## config.mk

```make
export PLATFORM = sky130hd
export DESIGN_NAME = ipl_datapath
export DESIGN_NICKNAME = d
export VERILOG_FILES = /design/src/ipl_pkg.sv /design/src/ipl_datapath.sv
export SDC_FILE = /design/constraint.sdc
export NUM_CORES = 1
export LEC_CHECK = 0
export BUFFER_PORTS_ARGS = -buffer_cell sky130_fd_sc_hd__buf_2
export CAP_MARGIN = 20
export CORE_AREA = 2 2 171 173
export DETAILED_ROUTE_END_ITERATION = 8
export DIE_AREA = 0 0 173 175
export SYNTH_ARGS = -nofsm -noshare
export SYNTH_HDL_FRONTEND = slang
export SYNTH_SLANG_ARGS = --single-unit
```

## constraint.sdc

```tcl
create_clock -name clk -period 17.4 [get_ports clk]
set_clock_uncertainty 0.05 [all_clocks]
set_input_delay 3.48 -clock clk [delete_from_list [all_inputs] [get_ports clk]]
set_output_delay 3.48 -clock clk [all_outputs]
set_load 0.1 [all_outputs]
```

## src/ipl_pkg.sv

```systemverilog
`timescale 1ns / 1ps
// Shared types, constants and helper functions for the integer literal parser.
// Used by the controller, the datapath and the top level; depends on nothing.
package ipl_pkg;

  localparam int VALUE_WIDTH = 32;
  localparam int COUNT_WIDTH = 12;
  localparam int PROD_WIDTH  = VALUE_WIDTH + 5;
  localparam int OUT_DATA_W  = ((VALUE_WIDTH + COUNT_WIDTH + 7) / 8) * 8;

  localparam logic [7:0] CH_MINUS = 8'h2D;
  localparam logic [7:0] CH_PLUS  = 8'h2B;
  localparam logic [7:0] CH_0     = 8'h30;
  localparam logic [7:0] CH_9     = 8'h39;
  localparam logic [7:0] CH_UA    = 8'h41;
  localparam logic [7:0] CH_UZ    = 8'h5A;
  localparam logic [7:0] CH_LA    = 8'h61;
  localparam logic [7:0] CH_LZ    = 8'h7A;
  localparam logic [7:0] CH_LX    = 8'h78;
  localparam logic [7:0] CH_LB    = 8'h62;
  localparam logic [7:0] CH_LO    = 8'h6F;
  localparam logic [7:0] CH_LD    = 8'h64;
  localparam logic [7:0] CASE_BIT = 8'h20;
  localparam logic [5:0] NOT_DIGIT = 6'd36;
  localparam logic [5:0] LETTER_BASE = 6'd10;

  typedef enum logic [4:0] {
    PH_SIGN   = 5'b00001,
    PH_RADIX  = 5'b00010,
    PH_ZERO   = 5'b00100,
    PH_DIGITS = 5'b01000,
    PH_DONE   = 5'b10000
  } phase_t;

  typedef enum logic [1:0] {
    RDX_BIN,
    RDX_OCT,
    RDX_DEC,
    RDX_HEX
  } radix_t;

  typedef enum logic [1:0] {
    RS_KEEP,
    RS_DEC,
    RS_OCT,
    RS_PREFIX
  } radix_op_t;

  typedef enum logic [1:0] {
    DC_KEEP,
    DC_ONE,
    DC_CLEAR,
    DC_INC
  } dcnt_op_t;

  typedef enum logic [1:0] {
    ST_OK        = 2'd0,
    ST_NO_DIGITS = 2'd1,
    ST_OVERFLOW  = 2'd2
  } status_t;

  typedef struct packed {
    logic      step;
    logic      restart;
    logic      set_neg;
    logic      accept;
    dcnt_op_t  dcnt_op;
    radix_op_t radix_op;
    logic      digit_upd;
    logic      emit;
    status_t   emit_status;
  } ipl_cmd_t;

  typedef struct packed {
    logic is_minus;
    logic is_plus;
    logic is_zero;
    logic is_prefix;
    logic digit_ok;
    logic overflow;
    logic dcnt_zero;
  } ipl_sts_t;

  function automatic logic [5:0] digit_of(input logic [7:0] c);
    logic [7:0] t;
    t = 8'd0;
    case (c) inside
      [CH_0:CH_9]:   t = c - CH_0;
      [CH_LA:CH_LZ]: t = c - CH_LA + {2'b00, LETTER_BASE};
      [CH_UA:CH_UZ]: t = c - CH_UA + {2'b00, LETTER_BASE};
      default:       t = {2'b00, NOT_DIGIT};
    endcase
    return t[5:0];
  endfunction

  function automatic logic [4:0] radix_value(input radix_t r);
    logic [4:0] v;
    case (r)
      RDX_BIN: v = 5'd2;
      RDX_OCT: v = 5'd8;
      RDX_DEC: v = 5'd10;
      RDX_HEX: v = 5'd16;
      default: v = 5'd10;
    endcase
    return v;
  endfunction

endpackage

```

## src/ipl_datapath.sv

```systemverilog
`timescale 1ns / 1ps
// Datapath of the integer literal parser: character decode, accumulator,
// counters, overflow check and result register. Depends on ipl_pkg.
module ipl_datapath (
  input  logic                                clk,
  input  logic                                rst_n,
  input  logic [7:0]                          char_code,
  input  ipl_pkg::ipl_cmd_t                   cmd,
  output ipl_pkg::ipl_sts_t                   sts,
  output logic signed [ipl_pkg::VALUE_WIDTH-1:0] res_value,
  output logic [ipl_pkg::COUNT_WIDTH-1:0]     res_count,
  output logic [1:0]                          res_status
);
  import ipl_pkg::*;

  logic                   neg_r, neg_nxt, neg_eff;
  radix_t                 radix_r, radix_nxt, radix_eff, radix_cur, prefix_radix;
  logic [VALUE_WIDTH-1:0] run_r, run_nxt, run_eff;
  logic [COUNT_WIDTH-1:0] dcnt_r, dcnt_nxt, dcnt_eff;
  logic [COUNT_WIDTH-1:0] ccnt_r, ccnt_nxt, ccnt_eff;
  logic [7:0]             lower;
  logic [5:0]             digit;
  logic [4:0]             rv;
  logic [PROD_WIDTH-1:0]  run_ext, prod, sum, limit;
  logic                   is_prefix;

  logic signed [VALUE_WIDTH-1:0] value_r;
  logic [COUNT_WIDTH-1:0]        count_r;
  logic [1:0]                    status_r;

  assign neg_eff   = cmd.restart ? 1'b0 : neg_r;
  assign radix_eff = cmd.restart ? RDX_DEC : radix_r;
  assign run_eff   = cmd.restart ? '0 : run_r;
  assign dcnt_eff  = cmd.restart ? '0 : dcnt_r;
  assign ccnt_eff  = cmd.restart ? '0 : ccnt_r;

  assign lower = ((char_code >= CH_UA) && (char_code <= CH_UZ)) ? (char_code | CASE_BIT)
                                                                 : char_code;

  always_comb begin
    is_prefix    = 1'b1;
    prefix_radix = RDX_DEC;
    case (lower)
      CH_LX:   prefix_radix = RDX_HEX;
      CH_LB:   prefix_radix = RDX_BIN;
      CH_LO:   prefix_radix = RDX_OCT;
      CH_LD:   prefix_radix = RDX_DEC;
      default: is_prefix = 1'b0;
    endcase
  end

  always_comb begin
    case (cmd.radix_op)
      RS_KEEP:   radix_cur = radix_eff;
      RS_DEC:    radix_cur = RDX_DEC;
      RS_OCT:    radix_cur = RDX_OCT;
      RS_PREFIX: radix_cur = prefix_radix;
      default:   radix_cur = radix_eff;
    endcase
  end

  assign digit   = digit_of(char_code);
  assign rv      = radix_value(radix_cur);
  assign run_ext = PROD_WIDTH'(run_eff);

  always_comb begin
    case (radix_cur)
      RDX_BIN: prod = run_ext << 1;
      RDX_OCT: prod = run_ext << 3;
      RDX_DEC: prod = (run_ext << 3) + (run_ext << 1);
      RDX_HEX: prod = run_ext << 4;
      default: prod = run_ext;
    endcase
  end

  assign sum   = prod + PROD_WIDTH'(digit);
  assign limit = (PROD_WIDTH'(1) << (VALUE_WIDTH - 1)) - PROD_WIDTH'(!neg_eff);

  assign sts.is_minus  = (char_code == CH_MINUS);
  assign sts.is_plus   = (char_code == CH_PLUS);
  assign sts.is_zero   = (char_code == CH_0);
  assign sts.is_prefix = is_prefix;
  assign sts.digit_ok  = (digit < {1'b0, rv});
  assign sts.overflow  = (sum > limit);
  assign sts.dcnt_zero = (dcnt_eff == '0);

  always_comb begin
    neg_nxt   = cmd.set_neg ? 1'b1 : neg_eff;
    radix_nxt = radix_cur;
    run_nxt   = cmd.digit_upd ? sum[VALUE_WIDTH-1:0] : run_eff;
    case (cmd.dcnt_op)
      DC_KEEP:  dcnt_nxt = dcnt_eff;
      DC_ONE:   dcnt_nxt = COUNT_WIDTH'(1);
      DC_CLEAR: dcnt_nxt = '0;
      DC_INC:   dcnt_nxt = (dcnt_eff == '1) ? dcnt_eff : dcnt_eff + COUNT_WIDTH'(1);
      default:  dcnt_nxt = dcnt_eff;
    endcase
    ccnt_nxt = (cmd.accept && (ccnt_eff != '1)) ? ccnt_eff + COUNT_WIDTH'(1) : ccnt_eff;
  end

  always_ff @(posedge clk) begin
    if (!rst_n) begin
      neg_r   <= 1'b0;
      radix_r <= RDX_DEC;
      run_r   <= '0;
      dcnt_r  <= '0;
      ccnt_r  <= '0;
    end else if (cmd.step) begin
      neg_r   <= neg_nxt;
      radix_r <= radix_nxt;
      run_r   <= run_nxt;
      dcnt_r  <= dcnt_nxt;
      ccnt_r  <= ccnt_nxt;
    end
  end

  always_ff @(posedge clk) begin
    if (cmd.step && cmd.emit) begin
      if (cmd.emit_status == ST_OK) begin
        value_r <= neg_nxt ? ({VALUE_WIDTH{1'b0}} - run_nxt) : run_nxt;
      end else begin
        value_r <= '0;
      end
      count_r  <= ccnt_nxt;
      status_r <= cmd.emit_status;
    end
  end

  assign res_value  = value_r;
  assign res_count  = count_r;
  assign res_status = status_r;

endmodule

```

**After elaboration in Yosys (flattened, before gate mapping)**

Index checks and enable logic that the tools add are counted.

- Order comparisons: 8
- Reductions and logical operators: 12
- Equality and inequality tests: 18
- $add $sub $neg: 11
- Multiplexer cells: 20

Operators by type and width:

| kind | count |
|---|---|
| one-hot mux 37 bit (4 select lines) | 1 |
| two-way mux 32 bit | 3 |
| two-way mux 12 bit | 4 |
| one-hot mux 12 bit (4 select lines) | 1 |
| adder 37 x 6 -> 37 bit | 1 |
| greater-than comparator 37 bit | 1 |
| adder 35 x 33 -> 36 bit | 1 |
| subtractor 32 x 1 -> 33 bit (first input constant) | 1 |
| equality test 8 x 7 -> 1 bit (second input constant) | 4 |
| subtractor 1 x 32 -> 32 bit (first input constant) | 1 |
| adder 12 x 1 -> 12 bit (second input constant) | 2 |
| equality test 8 x 6 -> 1 bit (second input constant) | 3 |
| two-way mux 6 bit | 4 |
| one-hot mux 5 bit (4 select lines) | 1 |
| >= comparator 8 x 7 -> 1 bit (second input constant) | 2 |
| <= comparator 8 x 7 -> 1 bit (second input constant) | 2 |
| adder 6 x 4 -> 6 bit (second input constant) | 2 |
| equality test 12 bit (second input constant) | 1 |
| equality test 2 bit (second input constant) | 6 |
| zero test 12 bit | 1 |
| != test 12 bit (second input constant) | 1 |
| subtractor 6 bit (second input constant) | 2 |
| >= comparator 8 x 6 -> 1 bit (second input constant) | 1 |
| <= comparator 8 x 6 -> 1 bit (second input constant) | 1 |
| other kinds (11) | 22 |

- Bits of input ports: 22
- Register bits after elaboration: 105

**Depth between registers and ports, before layout**

- Depth in word-level cells: 12
- Depth in mapped cells: 40
- Depth with buffers taken out: 34

**Least setup slack after synthesis**

No wires, ideal clock.

- Kind: in2out
- From: in char_code[4]
- To: out sts[1] (netlist name)
- Stages on the path: 35
- Path slack: 2774 ps
- Arrival: 11096 ps
- Cell sequence: clkbuf_1 -> inv_1 -> ha_1 -> inv_1 -> a21oi_1 -> a221oi_1 -> o21ai_0 -> nor2_1 -> nand3_1 -> o21ai_0 -> inv_1 -> ha_1 -> clkbuf_1 -> clkbuf_1 -> buf_1 -> buf_1 -> clkbuf_1 -> a221o_1 -> a21oi_1 -> a21oi_1 -> ha_1 -> o21ai_0 -> o21bai_1 -> a21oi_1 -> a211o_1 -> or4_1 -> nand4b_1 -> nor4_2 -> nand4_1 -> xor2_1 -> ha_1 -> or4_1 -> a221oi_1 -> a21oi_1 -> a221o_1

RTL lines:

| item | line | RTL |
|---|---|---|
| start: declaration | ipl_datapath.sv:7 | `input logic [7:0] char_code,` |
| end: declaration | ipl_datapath.sv:9 | `output ipl_pkg::ipl_sts_t sts,` |

==> flow_summary_export.csv <==
group,metric,value,unit
synth,synth_nets,1580,
synth,synth_flop_cell,"dfxtp_1",
synth,syn_area,11200,um^2
setup_path,cp_max_fo,29,
placement,hpwl,24900,um
power_and_ir_drop,seq_power_share,37.3,%
cts,ctsHoldBuffers,0,
detailed_routing,drtAntennaViolNets,0,
hold_path,min_path_type,"reg -> reg",
synth,syn_avg_cell_area,7.62,um^2
power_and_ir_drop,internal_power,0.000454,W
synth,ys_seq_elements,105,
floorplan,die_y,175,um
timing,fin_crit_sh,90.9,%
timing,fmax,63.2,MHz
layout,final_layout_size_suffix_gt1_share,10.1,%
setup_path,endpoint_kind,"output pin",
floorplan,fp.coreArea,28400,um^2
layout,final_cell_mix,"nor2_1 (188), nand2_1 (113), a21oi_1 (105)",
layout,fill_cells,2974,
synth,ys_seq_area_share,22.9,%
timing,slew_headroom,34.7,%
timing,finalHoldViolations,0,
global_route,overflow,0,
setup_path,worst_r2r_path_depth,21,
cts,root_buffer,"clkbuf_16",
setup_path,cp.depth,34,
power_and_ir_drop,powerDensity,61.3,nW/um^2
placement,post_dp_cell_area,11800,um^2
layout,utilization,42.7,%
global_route,use_met1,26.7,%
detailed_routing,vias,11100,
detailed_routing,wire_per_inst,17.8,um
setup_path,cp_common_cell,"ha_1",
timing,tightest_slew,980,ps
layout,nets,1596,
setup_path,critical_path.startpoint,"char_code[1]",
detailed_routing,drc,0,
timing,period_needed,15820,ps
detailed_routing,vias_per_cell,5.92,
global_route,met3_usage,3.61,%
cts,cts_sinks,105,
timing,drv_slew,0,
layout,regArea,2560,um^2
synth,yosys_warnings,0,
global_route,grt_antenna_before_repair,0,
cts,clk_pin_slew,70,ps
cts,clk_latency,360,ps
setup_path,cp-endpoint,"sts[1]",
layout,area_growth,8.38,%
setup_path,crit_buf_inv,6,
floorplan,ios,75,
floorplan,die-area,30300,um^2
floorplan,rows,62,
placement,port_buffers,74,
cts,post-cts-setup-buffers,0,
global_route,grt_max_degree,78,
cts,tritoncts,"yes",
power_and_ir_drop,p_sw,0.000290,W
timing,setup_violations,0,
layout,fin_area,12100,um^2
setup_path,worstPathArrival,12290,ps
synth,synth_edf_count,46,
global_route,grt.busiest_layer,"met2",
setup_path,cpPeakStageDelay,730,ps
power_and_ir_drop,p_sw_share,39.0,%
setup_path,critPathLaunchType,"input port",
setup_path,worstReg2RegEnd,"res_value[30]",
layout,mostFrequentLayoutCell,"nor2_1",
timing,rsz0062_at_grt,"false",
floorplan,start_util,39.4,%
global_route,first_global_vias,10800,
cts,cts_buffer_depth,2,
setup_path,reg2reg_slack,9950,ps
cts,cts.repair.resized,0,
global_route,grtUsageMet2,39.2,%
cts,cts_buffers,9,
power_and_ir_drop,pwr-share-clk,27.0,%
setup_path,r2r_start,"radix_r[0]",
floorplan,die_x,173,um
status,outcome,"completed",
synth,synthCells,1468,
placement,gp_congestion,0.896,
synth,synth_cell_types,90,
power_and_ir_drop,total_leakage_power,5.04,nW
global_route,grt_pass1_wl,54800,um
timing,setup_tns,0,ps
synth,synthArstFlopShare,0,%
power_and_ir_drop,irDropWorstVdd,37.9,uV
detailed_routing,dr.pass1.iters,7,
power_and_ir_drop,combPwrFrac,35.7,%
setup_path,slowest_stage,"nor4_2",
layout,antenna_cells,0,
placement,post-place-ws,1660,ps
detailed_routing,drtIter0Drc,884,
setup_path,crit_required,13870,ps
setup_path,path_class,"in -> out",
global_route,grt_use_total,21.9,%
cts,htree_levels,3,
flow_run,drv_cap,0,
detailed_routing,wl,33400,um
setup_path,crit_family,"simple AND/OR/NAND/NOR gates",
timing,layout_setup_ws,1580,ps
layout,multi_input_area,8100,um^2
## worst register-to-register path, cell delays in order (launching register included)
cell and delay (ps):
dfxtp_1 320, a21oi_1 110, o21ai_0 260, inv_1 190, ha_1 460, buf_4 400, clkinv_1 620, a21boi_0 540
ha_1 250, a211oi_1 80, o21bai_1 150, a21oi_1 110, a211o_1 340, or4_1 680, nor4b_1 400, xor2_1 190
a2111o_1 500, nor4_2 410, or4b_4 570, o41ai_2 340, xnor2_1 160, nor2_1 50
## metal layers
metal / vias up / routed length, um
li1: 5473 / -
met1: 5264 / 14500
met2: 285 / 16400
met4: 0 / 1050
met3: 74 / 1390
met5: - / 0
## through the flow
stage	cells	hold slack, ps	power (W)
floorplan	1468	387	0.000487
global placement	1856	392	0.000543
detailed placement	1856	400	0.000545
CTS	1872	409	0.000744
global route	1873	444	0.000783
finish	1873	410	0.000743
## power by group through the flow
stage	Sequential (W)	Clock (W)	Combinational, W
floorplan	0.000318	0	0.000169
global placement	0.000283	0	0.000261
detailed placement	0.000283	0	0.000263
CTS	0.000277	0.000203	0.000264
global route	0.000278	0.000213	0.000291
finish	0.000277	0.000201	0.000266
## synthesized netlist by cell type, types with 9 or more instances
master    instances  area share, %
nand2_1         113            3.8
or3_1            10           0.56
nor2_1          188            6.3
a221oi_1          9           0.70
nor3_1           43            1.9
inv_1            52            1.7
a211oi_1         39            2.6
nand3_1          45            2.0
o21ai_0          89            4.0
and3_1           26            1.5
a221o_1          16            1.4
clkbuf_1         62            2.1
o211ai_1         10           0.67
o22ai_1           9           0.50
and2_1           18            1.0
a31oi_1          22            1.2
nand2b_1         15           0.84
and4_1           13            1.0
o31ai_1           9           0.60
a21oi_1         105            4.7
edfxtp_1         46             12
a22oi_1          16            1.1
o21a_1           10           0.67
buf_1            14           0.47
nor4_1           10           0.56
xor2_1           34            2.7
dfxtp_1          59             11
nand4_1          27            1.5
ha_1             88            9.8
mux2i_1          25            2.2
or2_2            14           0.78
nor2b_1          38            2.1
xnor2_1          38            3.0
a21o_1           20            1.3
## registers in the layout, indices dropped and copies added, names as in the netlist
| signal | count |
|---|---|
| res_value | 32 |
| run_r | 32 |
| ccnt_r | 12 |
| dcnt_r | 12 |
| res_count | 12 |
| radix_r | 2 |
| res_status | 2 |
| neg_r | 1 |
## cells by family after synthesis
| kind of cell | after synthesis | synth area share [%] |
|---|---|---|
| compound gates | 430 | 26.0 |
| xor+xnor | 72 | 5.64 |
| fa+ha+maj | 90 | 10.2 |
| buf+inv | 137 | 4.71 |
| flops | 105 | 22.9 |
| mux | 29 | 2.64 |
| simple gates | 605 | 27.9 |
## cell type report
class / count / share of cell area [%]
clock buffers: 10 / 1.97
clock inverters: 6 / 0.403
inverters: 53 / 1.64
multi-input cells: 1226 / 66.8
flip-flops and latches: 105 / 21.1
well taps: 384 / 3.96
repair buffers: 89 / 4.09
## how the worst min path moves through the flow
stage	from	to	slack, ps	cells past startpoint
final	run_r[21]	run_r[21]	410	2
after global routing	run_r[21]	run_r[21]	440	2
after CTS	run_r[21]	run_r[21]	410	2
after detailed placement	run_r[21]	run_r[21]	400	2
after global placement	run_r[21]	run_r[21]	390	2
after floorplan	run_r[21]	run_r[21]	390	2
(Power assumes the default switching activity.)
